`config.mk`:
```
export PLATFORM = sky130hd
export DESIGN_NAME = mic_ram
export DESIGN_NICKNAME = d
export VERILOG_FILES = /design/src/design/mic_ram.sv
export SDC_FILE = /design/constraint.sdc
export NUM_CORES = 2
export LEC_CHECK = 0
export ABC_AREA = 0
export ABC_CLOCK_PERIOD_IN_PS = 4750
export BUFFER_PORTS_ARGS = -buffer_cell sky130_fd_sc_hd__buf_4
export CORE_MARGIN = 1.5
export CORE_UTILIZATION = 55
export DETAILED_ROUTE_END_ITERATION = 7
export GPL_TIMING_DRIVEN = 0
export PLACE_DENSITY_LB_ADDON = 0.25
export SLEW_MARGIN = 20
export SYNTH_ARGS = -nofsm -noshare
export SYNTH_HDL_FRONTEND = slang
export SYNTH_SLANG_ARGS = --single-unit
```
`constraint.sdc`:
```
create_clock -name clk -period 4.75 [get_ports clk]
set_clock_uncertainty 0.05 [all_clocks]
set_input_delay 0.7125 -clock clk [delete_from_list [all_inputs] [get_ports clk]]
set_output_delay 0.7125 -clock clk [all_outputs]
set_load 0.005 [all_outputs]
```
`src/design/mic_ram.sv`:
```
`timescale 1ns / 1ps
// Generic single-write, single-read RAM with registered read data.
// No dependencies.
module mic_ram #(
    parameter int WIDTH = 32,
    parameter int DEPTH = 64
) (
    input  logic                     clk,
    input  logic                     we,
    input  logic [$clog2(DEPTH)-1:0] waddr,
    input  logic [WIDTH-1:0]         wdata,
    input  logic [$clog2(DEPTH)-1:0] raddr,
    output logic [WIDTH-1:0]         rdata
);

    logic [WIDTH-1:0] mem [DEPTH];

    always_ff @(posedge clk)
    begin
        if (we)
        begin
            mem[waddr] <= wdata;
        end
        rdata <= mem[raddr];
    end

endmodule

```
==> flow_summary.json <==
{
  "postCtsSetupBuffers": 0,
  "cp-end-kind": "flip-flop",
  "place_ws_ns": -0.412,
  "insertion_delay_ns": 0.85,
  "p_leak_nw": 28.5,
  "ys.flop_type": "edfxtp_1",
  "max_slew_margin_pct": 16.8,
  "switching_share_pct": 21.8,
  "r2r-end": "rdata[15]",
  "r2r-start": "mem[27][15]",
  "start_util_pct": 55.5,
  "first_iter_violations": 7032,
  "crit_cells": 9,
  "drive_gt1_share_pct": 30.5,
  "seq_power_share_pct": 53.3,
  "wl_per_cell_um": 39.3,
  "status": "finished, final reports clean",
  "avgSynthCellArea_um2": 23.6,
  "placement.cell_area_um2": 84600,
  "gp_congestion": 0.966,
  "hpwl_um": 145000,
  "die_w_um": 381,
  "max_slew.worst_pin.slew_ns": 1.25,
  "fmax_mhz": 219,
  "cts.sinks": 2080,
  "cts-buffers-inserted": 199,
  "core_um2": 142000,
  "synth.net_count": 3370,
  "root_buffer": "clkbuf_16",
  "die_area_um2": 145000,
  "grt_pass1_vias": 38100,
  "worstPathMaxFanout": 10,
  "slew_viol_final": 0,
  "clk_pin_slew_worst_paths_ns": 0.06,
  "power.switching_mw": 8.32,
  "firstDrtPassIters": 8,
  "gr-total-overflow": 0,
  "port_buffers": 69,
  "grt_pass1_wl_um": 309000,
  "reg2reg_depth": 4,
  "post-synth-top-area-cell": "edfxtp_1",
  "synth_top_area_share_pct": 78.3,
  "worst_slack_ns": 0.192,
  "clk_path_buf_depth": 3,
  "cp-endpoint": "rdata[22]",
  "pin_count": 78,
  "wirelength_um": 228000,
  "synth-edff-count": 2048,
  "vias": 39600,
  "maxCapViolations": 0,
  "postSynthCellCount": 3324,
  "rsz0062_at_grt": "no",
  "p_comb_share_pct": 5.7,
  "hold_class": "input port to flip-flop",
  "yosysSeqAreaShare_pct": 79.1,
  "fin_crit_sh_pct": 96.0,
  "r2r_setup_slack_ns": 1.79,
  "syn_to_final_growth_pct": 16.0,
  "drtAntennaViolNets": 0,
  "cp_num_buf_inv": 4,
  "mappedNetlistArea_um2": 78500,
  "hold_violations": 0,
  "cpMostUsedCell": "buf_2",
  "grt_util_all_layers_pct": 31.7,
  "critPathLaunch": "raddr[1]",
  "tritoncts": "yes",
  "clkPwrFrac_pct": 41.1,
  "ctsHoldBuffers": 0,
  "fin_hold_ws_ns": 0.363,
  "ys_seq_elements": 2080,
  "die_h_um": 381,
  "antenna_found_initial": 15,
  "cp.arrival_ns": 5.17,
  "critical_path_class": "input port to flip-flop",
  "num_rows": 138,
  "grt_max_degree": 65,
  "ys_top_cells_by_area": "edfxtp_1 78%, mux4_2 16%, mux2i_1 1.2%, dfxtp_1 0.82%, o22ai_1 0.67%",
  "final.min_clock_period_ns": 4.56,
  "stdcell_area_um2": 91100,
  "worstSetupStartpointType": "input port",
  "via_per_inst": 6.84,
  "cp_slowest_cell": "buf_1",
  "num-fill-cells": 9065,
  "power_density_nw_per_um2": 420,
  "cts_resized": 0,
  "async_reset_ff_share_pct": 0,
  "yosysUniqueCellTypes": 34,
  "p_int_mw": 29.9,
  "cp_slowest_stage_delay_ns": 0.93,
  "crit_chain": "buf_2, buf_2, buf_2, buf_1, nand3b_1, o221ai_1, a21oi_1, a21oi_1, nor2_1",
  "cts_max_level": 4,
  "peakVddDrop_mv": 0.375,
  "required_ns": 5.36,
  "crit_family": "buffers and inverters",
  "fin_nets": 3762,
  "ys_warn_count": 0,
  "remaining_drc_errors": 0,
  "setup_viol": 0
}
==> state kept, by name, summed over array words and instances, names as in the netlist <==
signal / flops
mem: 2048
rdata: 32
==> layout by cell type (no fill, tap or decap), drive strengths merged <==
cell,n
nor2,137
nand4,2
a22oi,12
bufinv,18
and3,4
nand4b,1
a21oi,62
mux2i,93
nand3b,5
or3,3
clkinv,89
a311oi,8
mux4,544
dfxtp,32
nor2b,15
or2,3
and2,2
diode,10
a31oi,1
o32ai,4
inv,6
nor3,7
o22ai,84
clkbuf,330
nand2b,8
edfxtp,2048
a41o,4
nand3,5
clkinvlp,4
o221ai,27
or3b,5
buf,298
nand2,26
==> cell families (layout without fill, tap and decap cells) <==
logic type	after synthesis	in the layout	synth area share, %
other cells	0	10	0
simple gates	223	223	1.27
mux	637	637	16.8
compound gates	202	202	1.67
buf+inv	182	745	1.13
flops	2080	2080	79.1
==> power by group through the flow <==
stage | clock [mW] | combinational [mW] | sequential [mW]
2_1_floorplan | 0 | 0.988 | 20.7
3_3_place_gp | 0 | 2.02 | 20.7
3_5_place_dp | 0 | 2.11 | 20.7
4_1_cts | 15.8 | 2.12 | 20.4
5_1_grt | 16.4 | 2.20 | 20.4
6_report | 15.7 | 2.17 | 20.4
==> how the worst min path moves through the flow <==
stage                start          end  slack, ns  cells past startpoint
3_5_place_dp    mem[13][8]     rdata[8]       0.85                      4
3_3_place_gp   mem[12][20]    rdata[20]       0.85                      4
5_1_grt          wdata[28]  mem[17][28]       0.36                      1
6_report         wdata[28]  mem[17][28]       0.36                      1
4_1_cts          wdata[28]  mem[17][28]       0.31                      1
2_1_floorplan  mem[12][17]    rdata[17]       0.61                      4
==> synth_stat cells, types with 12 or more instances <==
master / n
dfxtp_1: 32
a21oi_1: 62
nor2b_1: 15
buf_1: 21
clkbuf_1: 74
mux4_2: 544
buf_4: 25
o221ai_1: 27
a22oi_1: 12
buf_2: 57
nand2_1: 26
mux2i_1: 93
edfxtp_1: 2048
o22ai_1: 84
nor2_1: 137
==> per-stage QoR <==
step | cells | TNS, ns | total power [mW] | util, %
after floorplan | 3324 | 0 | 21.7 | -
after global placement | 5283 | -1317.03 | 22.8 | 57.5
after detailed placement | 5405 | -0.773 | 22.9 | 59.8
after CTS | 5777 | 0 | 38.2 | 64.3
after global routing | 5779 | 0 | 39.0 | 64.3
final | 5787 | 0 | 38.2 | 64.3
==> layout make-up <==
cell class / instances / area, um2 / area share [%]
antenna: 10 / 25.0 / 0.0275
timing repair buffer: 191 / 3260 / 3.58
sequential: 2080 / 62100 / 68.2
clock inverter: 117 / 1150 / 1.26
clock buffer: 255 / 5290 / 5.81
multi-input combinational: 1062 / 16000 / 17.5
buffer: 182 / 903 / 0.992
tap: 1890 / 2360 / 2.60
==> metal layers <==
layer	vias up	share of wire (%)	GRT usage, %
met4	20	5.0	13.9
met3	544	13	9.81
met2	3060	45	46.9
met5	-	0.15	0.992
met1	20800	36	43.9
li1	15100	-	-
==> worst register-to-register path, delay by kind of cell (launching register included) <==
kind | cells | cell delay [ns]
AOI/OAI and AO/OA | 1 | 0.93
DFF | 1 | 0.36
muxes | 2 | 1.01
and+or+nand+nor | 1 | 0.38
Power figures use the tool's default switching activity.
