**config.mk**
```make
export PLATFORM = sky130hd
export DESIGN_NAME = mic_sqdiv
export DESIGN_NICKNAME = d
export VERILOG_FILES = /design/src/design/mic_pkg.sv /design/src/design/mic_sqdiv.sv
export SDC_FILE = /design/constraint.sdc
export NUM_CORES = 1
export LEC_CHECK = 0
export ABC_AREA = 1
export ABC_CLOCK_PERIOD_IN_PS = 3100
export BUFFER_PORTS_ARGS = -buffer_cell sky130_fd_sc_hd__buf_2
export CAP_MARGIN = 30
export CORE_ASPECT_RATIO = 0.75
export CORE_MARGIN = 2
export CORE_UTILIZATION = 48
export DETAILED_ROUTE_END_ITERATION = 12
export PLACE_DENSITY = 0.68
export SLEW_MARGIN = 30
export SYNTH_ARGS = -nofsm -noshare
export SYNTH_HDL_FRONTEND = slang
export SYNTH_SLANG_ARGS = --single-unit
```
**constraint.sdc**
```tcl
create_clock -name clk -period 3.1 [get_ports clk]
set_input_delay 0.31 -clock clk [delete_from_list [all_inputs] [get_ports clk]]
set_output_delay 0.31 -clock clk [all_outputs]
set_load 0.03 [all_outputs]
```
**src/design/mic_pkg.sv**
```systemverilog
`timescale 1ns / 1ps
// Shared types and constants for the magnetometer iron calibration block.
// No dependencies.
package mic_pkg;

    // root / divide unit widths
    localparam int SD_NW       = 56;  // operand shift register (radicand or aligned numerator)
    localparam int SD_DW       = 29;  // divisor
    localparam int SD_RW       = 31;  // partial remainder
    localparam int SD_QW       = 41;  // quotient / root
    localparam int SD_CW       = 6;   // step counter
    localparam int SD_RT_STEPS = 28;
    localparam int SD_DV_STEPS = 41;

    typedef struct packed {
        logic start;
        logic root;   // 1: square root, 0: divide
    } mic_sd_ctl_t;

endpackage

```
**src/design/mic_sqdiv.sv**
```systemverilog
`timescale 1ns / 1ps
// Bit-serial square root / restoring divider sharing one subtractor.
// Depends on mic_pkg.
module mic_sqdiv (
    input  logic                       clk,
    input  logic                       rst_n,
    input  mic_pkg::mic_sd_ctl_t       ctl,
    input  logic [mic_pkg::SD_NW-1:0]  num_in,
    input  logic [mic_pkg::SD_DW-1:0]  den_in,
    output logic                       done,
    output logic [mic_pkg::SD_QW-1:0]  res
);
    import mic_pkg::*;

    logic              busy_reg;
    logic              done_reg;
    logic              root_reg;
    logic [SD_CW-1:0]  cnt_reg;
    logic [SD_RW-1:0]  rem_reg;
    logic [SD_NW-1:0]  num_reg;
    logic [SD_QW-1:0]  q_reg;
    logic [SD_DW-1:0]  den_reg;

    logic [SD_RW-1:0]  rem_sh;
    logic [SD_RW-1:0]  trial;
    logic [SD_RW:0]    diff;
    logic              ge;

    always_comb
    begin
        if (root_reg)
        begin
            rem_sh = {rem_reg[SD_RW-3:0], num_reg[SD_NW-1 -: 2]};
            trial  = {q_reg[SD_RW-3:0], 2'b01};
        end
        else
        begin
            rem_sh = {rem_reg[SD_RW-2:0], num_reg[SD_NW-1]};
            trial  = {{(SD_RW-SD_DW){1'b0}}, den_reg};
        end
        diff = {1'b0, rem_sh} - {1'b0, trial};
        ge   = !diff[SD_RW];
    end

    always_ff @(posedge clk or negedge rst_n)
    begin
        if (!rst_n)
        begin
            busy_reg <= 1'b0;
            done_reg <= 1'b0;
            root_reg <= 1'b0;
            cnt_reg  <= '0;
            rem_reg  <= '0;
            num_reg  <= '0;
            q_reg    <= '0;
            den_reg  <= '0;
        end
        else
        begin
            done_reg <= 1'b0;
            if (ctl.start)
            begin
                busy_reg <= 1'b1;
                root_reg <= ctl.root;
                cnt_reg  <= ctl.root ? SD_CW'(SD_RT_STEPS) : SD_CW'(SD_DV_STEPS);
                rem_reg  <= '0;
                q_reg    <= '0;
                num_reg  <= num_in;
                den_reg  <= den_in;
            end
            else if (busy_reg)
            begin
                rem_reg <= ge ? diff[SD_RW-1:0] : rem_sh;
                q_reg   <= {q_reg[SD_QW-2:0], ge};
                num_reg <= root_reg ? {num_reg[SD_NW-3:0], 2'b00} : {num_reg[SD_NW-2:0], 1'b0};
                cnt_reg <= cnt_reg - SD_CW'(1);
                if (cnt_reg == SD_CW'(1))
                begin
                    busy_reg <= 1'b0;
                    done_reg <= 1'b1;
                end
            end
        end
    end

    assign done = done_reg;
    assign res  = q_reg;

endmodule

```
==> impl_results.md <==
* CP arrival at about 3.4 ns
* CTS tree: done
* RD Place Congestion at slightly above 0.9
* Ys flop type: dfrtp_1
* Io pins at 131
* Post-synth EDFFs at 0
* Outcome: finished, final reports clean
* Vias in the first global route at between 9k and 10k
* Wire per inst at ~16 um
* Worst R2R Setup Slack at a little over 0.04 ns
* Root Buffer: clkbuf_16
* Reg2Reg Capture Point: rem_reg[18]
* Clock latency on the worst-skew pair at approximately 0.43 ns
* Post-synth cell types at 37
* Post-layout nets at ~1.8k
* Vias at 10.5k
* Pre-CTS setup slack at 0.0583 ns
* Total grt overflow at 0
* Crit path max fanout at 8
* Hold_ws at ~0.07 ns
* Initial DRC Count at 1047
* Ant diodes at 0
* Post-Route WL at approximately 32000 um
* Bufs on Longest Clock Path at 2
* Ranking of synthesized cells by area: dfrtp_1 40%, nand2_1 16%, inv_1 8.5%
* All-layer global routing usage at 27.0%
* Hold crit path type: input port to flop
* DRC at 0
* Hold path depth at 3
* Worst r2r path cells at 19
* Max reg flops at 56
* Mapped Area at 10400 sq um
* Die Wd at around 170 um
* Area leader, netlist: dfrtp_1
* Crit path time final at between 3 and 4 ns
* Port-buffer cells at 130
* Clock Sinks at 165
* Register area share after synthesis at 39.5%
* Count of final hold-check violations at 0
* H-tree levels at 4
* Slew @ Worst Pin at 0.769 ns
* Synth Warn # at 0
* Req. time, crit path at ~3.5 ns
* Die ar. at 23000 sq um
* Die span in y at roughly 130 um
* Clock Skew at roughly 0.0094 ns
* Largest net degree at the start of global routing at 83
* Core area at approximately 21000 sq um
* 1st-pass router iterations at 6
* Design Area, Final at between 10000 and 15000 sq um
* Syn nets at roughly 1.6k
* Slew headroom at around half
* Worst R2R Start: root_reg
* Share of layout cells above drive strength 1 at 17.2%
* CP endpoint: rem_reg[18]
* Gate Count Post-Synth at 1520
* Peak supply drop at 0.481 mV
* Initial Utilization at a little under 50%
* Critical path endpoint category: flop
* Setup TNS at 0 ns
* Synth Area per Inst at 6.87 sq um
* Fillcell total at 1963
* #FFs+latches synth at ~170
* Final setup viols at 0
* Setup crit start kind: flop
* Final ANT Viol Nets at 0
* Total power draw at between 9 and 10 mW
* Initial antenna violation count at 1
* Max cap viols at 0
* Commonest cells post-synth: 446 x nand2_1, 237 x inv_1, 165 x dfrtp_1
* Fmax achieved at between 300 and 400 MHz
* Synth-to-Final Area Change at 20.2%
* CTS Buf Count at 17
* Pwr Density at between 700 and 800 nW/um^2
* Yosys top cell area share at ~40%
* Vias per cell at between 5 and 6
* Clock input transition at the sequential cells of the worst setup and hold paths at about 0.07 ns
* Fraction of registers with async set/reset at 100%
* Most common cell in the netlist: nand2_1
* Global-route wire length before repair at 49700 um
* Max Slew Vio Count at 0
* Worst Slack Setup Final at around 0.041 ns
* Static leakage at just under 7 nW
* CP Class: flop to flop
* Post-placement cell area at 11500 sq um
* CP startpoint: root_reg
* FP Rows at 46
* Dpl hpwl at approximately 22000 um
* Part of the cycle the worst path needs at between 90% and 100%
## where the power goes
group / internal (mW) / total, mW / switching (mW)
combinational: 1.85 / 4.77 / 2.92
sequential: 2.47 / 2.70 / 0.232
clock: 1.14 / 2.03 / 0.884
## cell usage in the layout, fill, tap and decap left out, types with 4 or more instances in the layout
cell type and instances:
buf_2 128, a31oi_1 33, or2_2 14, o21ai_1 26
nand3_1 136, inv_2 5, nand3_2 8, nand4_1 6
buf_12 8, nand2_1 434, buf_4 34, a21oi_1 62
a32oi_1 9, a22oi_1 25, nand2_4 4, buf_6 4
nor2_2 5, ha_1 23, clkbuf_1 4, nor2_1 91
clkinvlp_4 4, clkbuf_16 20, xnor2_1 10, o21ai_2 11
ha_4 10, dfrtp_1 164, o22ai_1 41, inv_1 235
o21ai_0 57, nand2_2 9
## how the worst min path moves through the flow
stage,from,end,slack (ns)
final,den_in[17],den_reg[17],0.07
after CTS,den_in[15],den_reg[15],0.06
after detailed placement,rst_n,res[20],0.40
after global routing,den_in[7],den_reg[7],0.08
after floorplan,rst_n,busy_reg,0.01
after global placement,rst_n,res[20],0.41
## layer usage
metal,vias to the layer above,global-route usage (%),routed length (um)
met5,-,0,16
met4,2,6.91,599
met3,43,5.59,2520
met2,434,39.2,14000
met1,4939,40.8,14800
li1,5122,-,-
## worst max-delay path, cell delays in order, from the launching register on
cell and delay (ns):
dfrtp_4 0.52, clkinvlp_4 0.20, buf_6 0.18, or2_2 0.26, o21ai_1 0.08, buf_4 0.15
inv_1 0.07, ha_4 0.25, nand2_4 0.07, inv_1 0.04, nand2_1 0.07, nand2_2 0.06
inv_2 0.06, nand2_4 0.06, a21oi_4 0.31, nand2_8 0.13, clkbuf_16 0.19, nand3_1 0.10
nand3_1 0.09, nand2_1 0.09
## through the flow
| step | util (%) | instances |
|---|---|---|
| global placement | 54.1 | 1896 |
| CTS | 56.7 | 1928 |
| global route | 59.1 | 1940 |
| finish | 59.1 | 1940 |
| detailed placement | 54.1 | 1896 |
| floorplan | - | 1520 |
## cell families after synthesis
group | synth area share [%]
AND/OR/NAND/NOR | 28.4
AO/OA/AOI/OAI | 15.0
buffers and inverters | 12.0
adder cells (fa/ha/maj) | 4.15
flip-flops | 39.5
XOR/XNOR | 0.923
## area by class of cell
type,instances,area (sq um),share of cell area (%)
clock buffer,23,468,3.73
clock inverter,8,76.3,0.608
inverter,242,915,7.29
multi-input combinational,1035,5390,42.9
sequential,165,4130,32.9
tap,288,360,2.87
timing repair buffer,179,1210,9.67
## what timing repair did
action	4_1_cts	5_1_grt
setup buffers	0	8
endpoints found under the setup margin	0	31
hold buffers	1	0
resized for setup	0	98
hold endpoints to repair	79	0
Note: power is estimated with default switching activity, not from simulation.
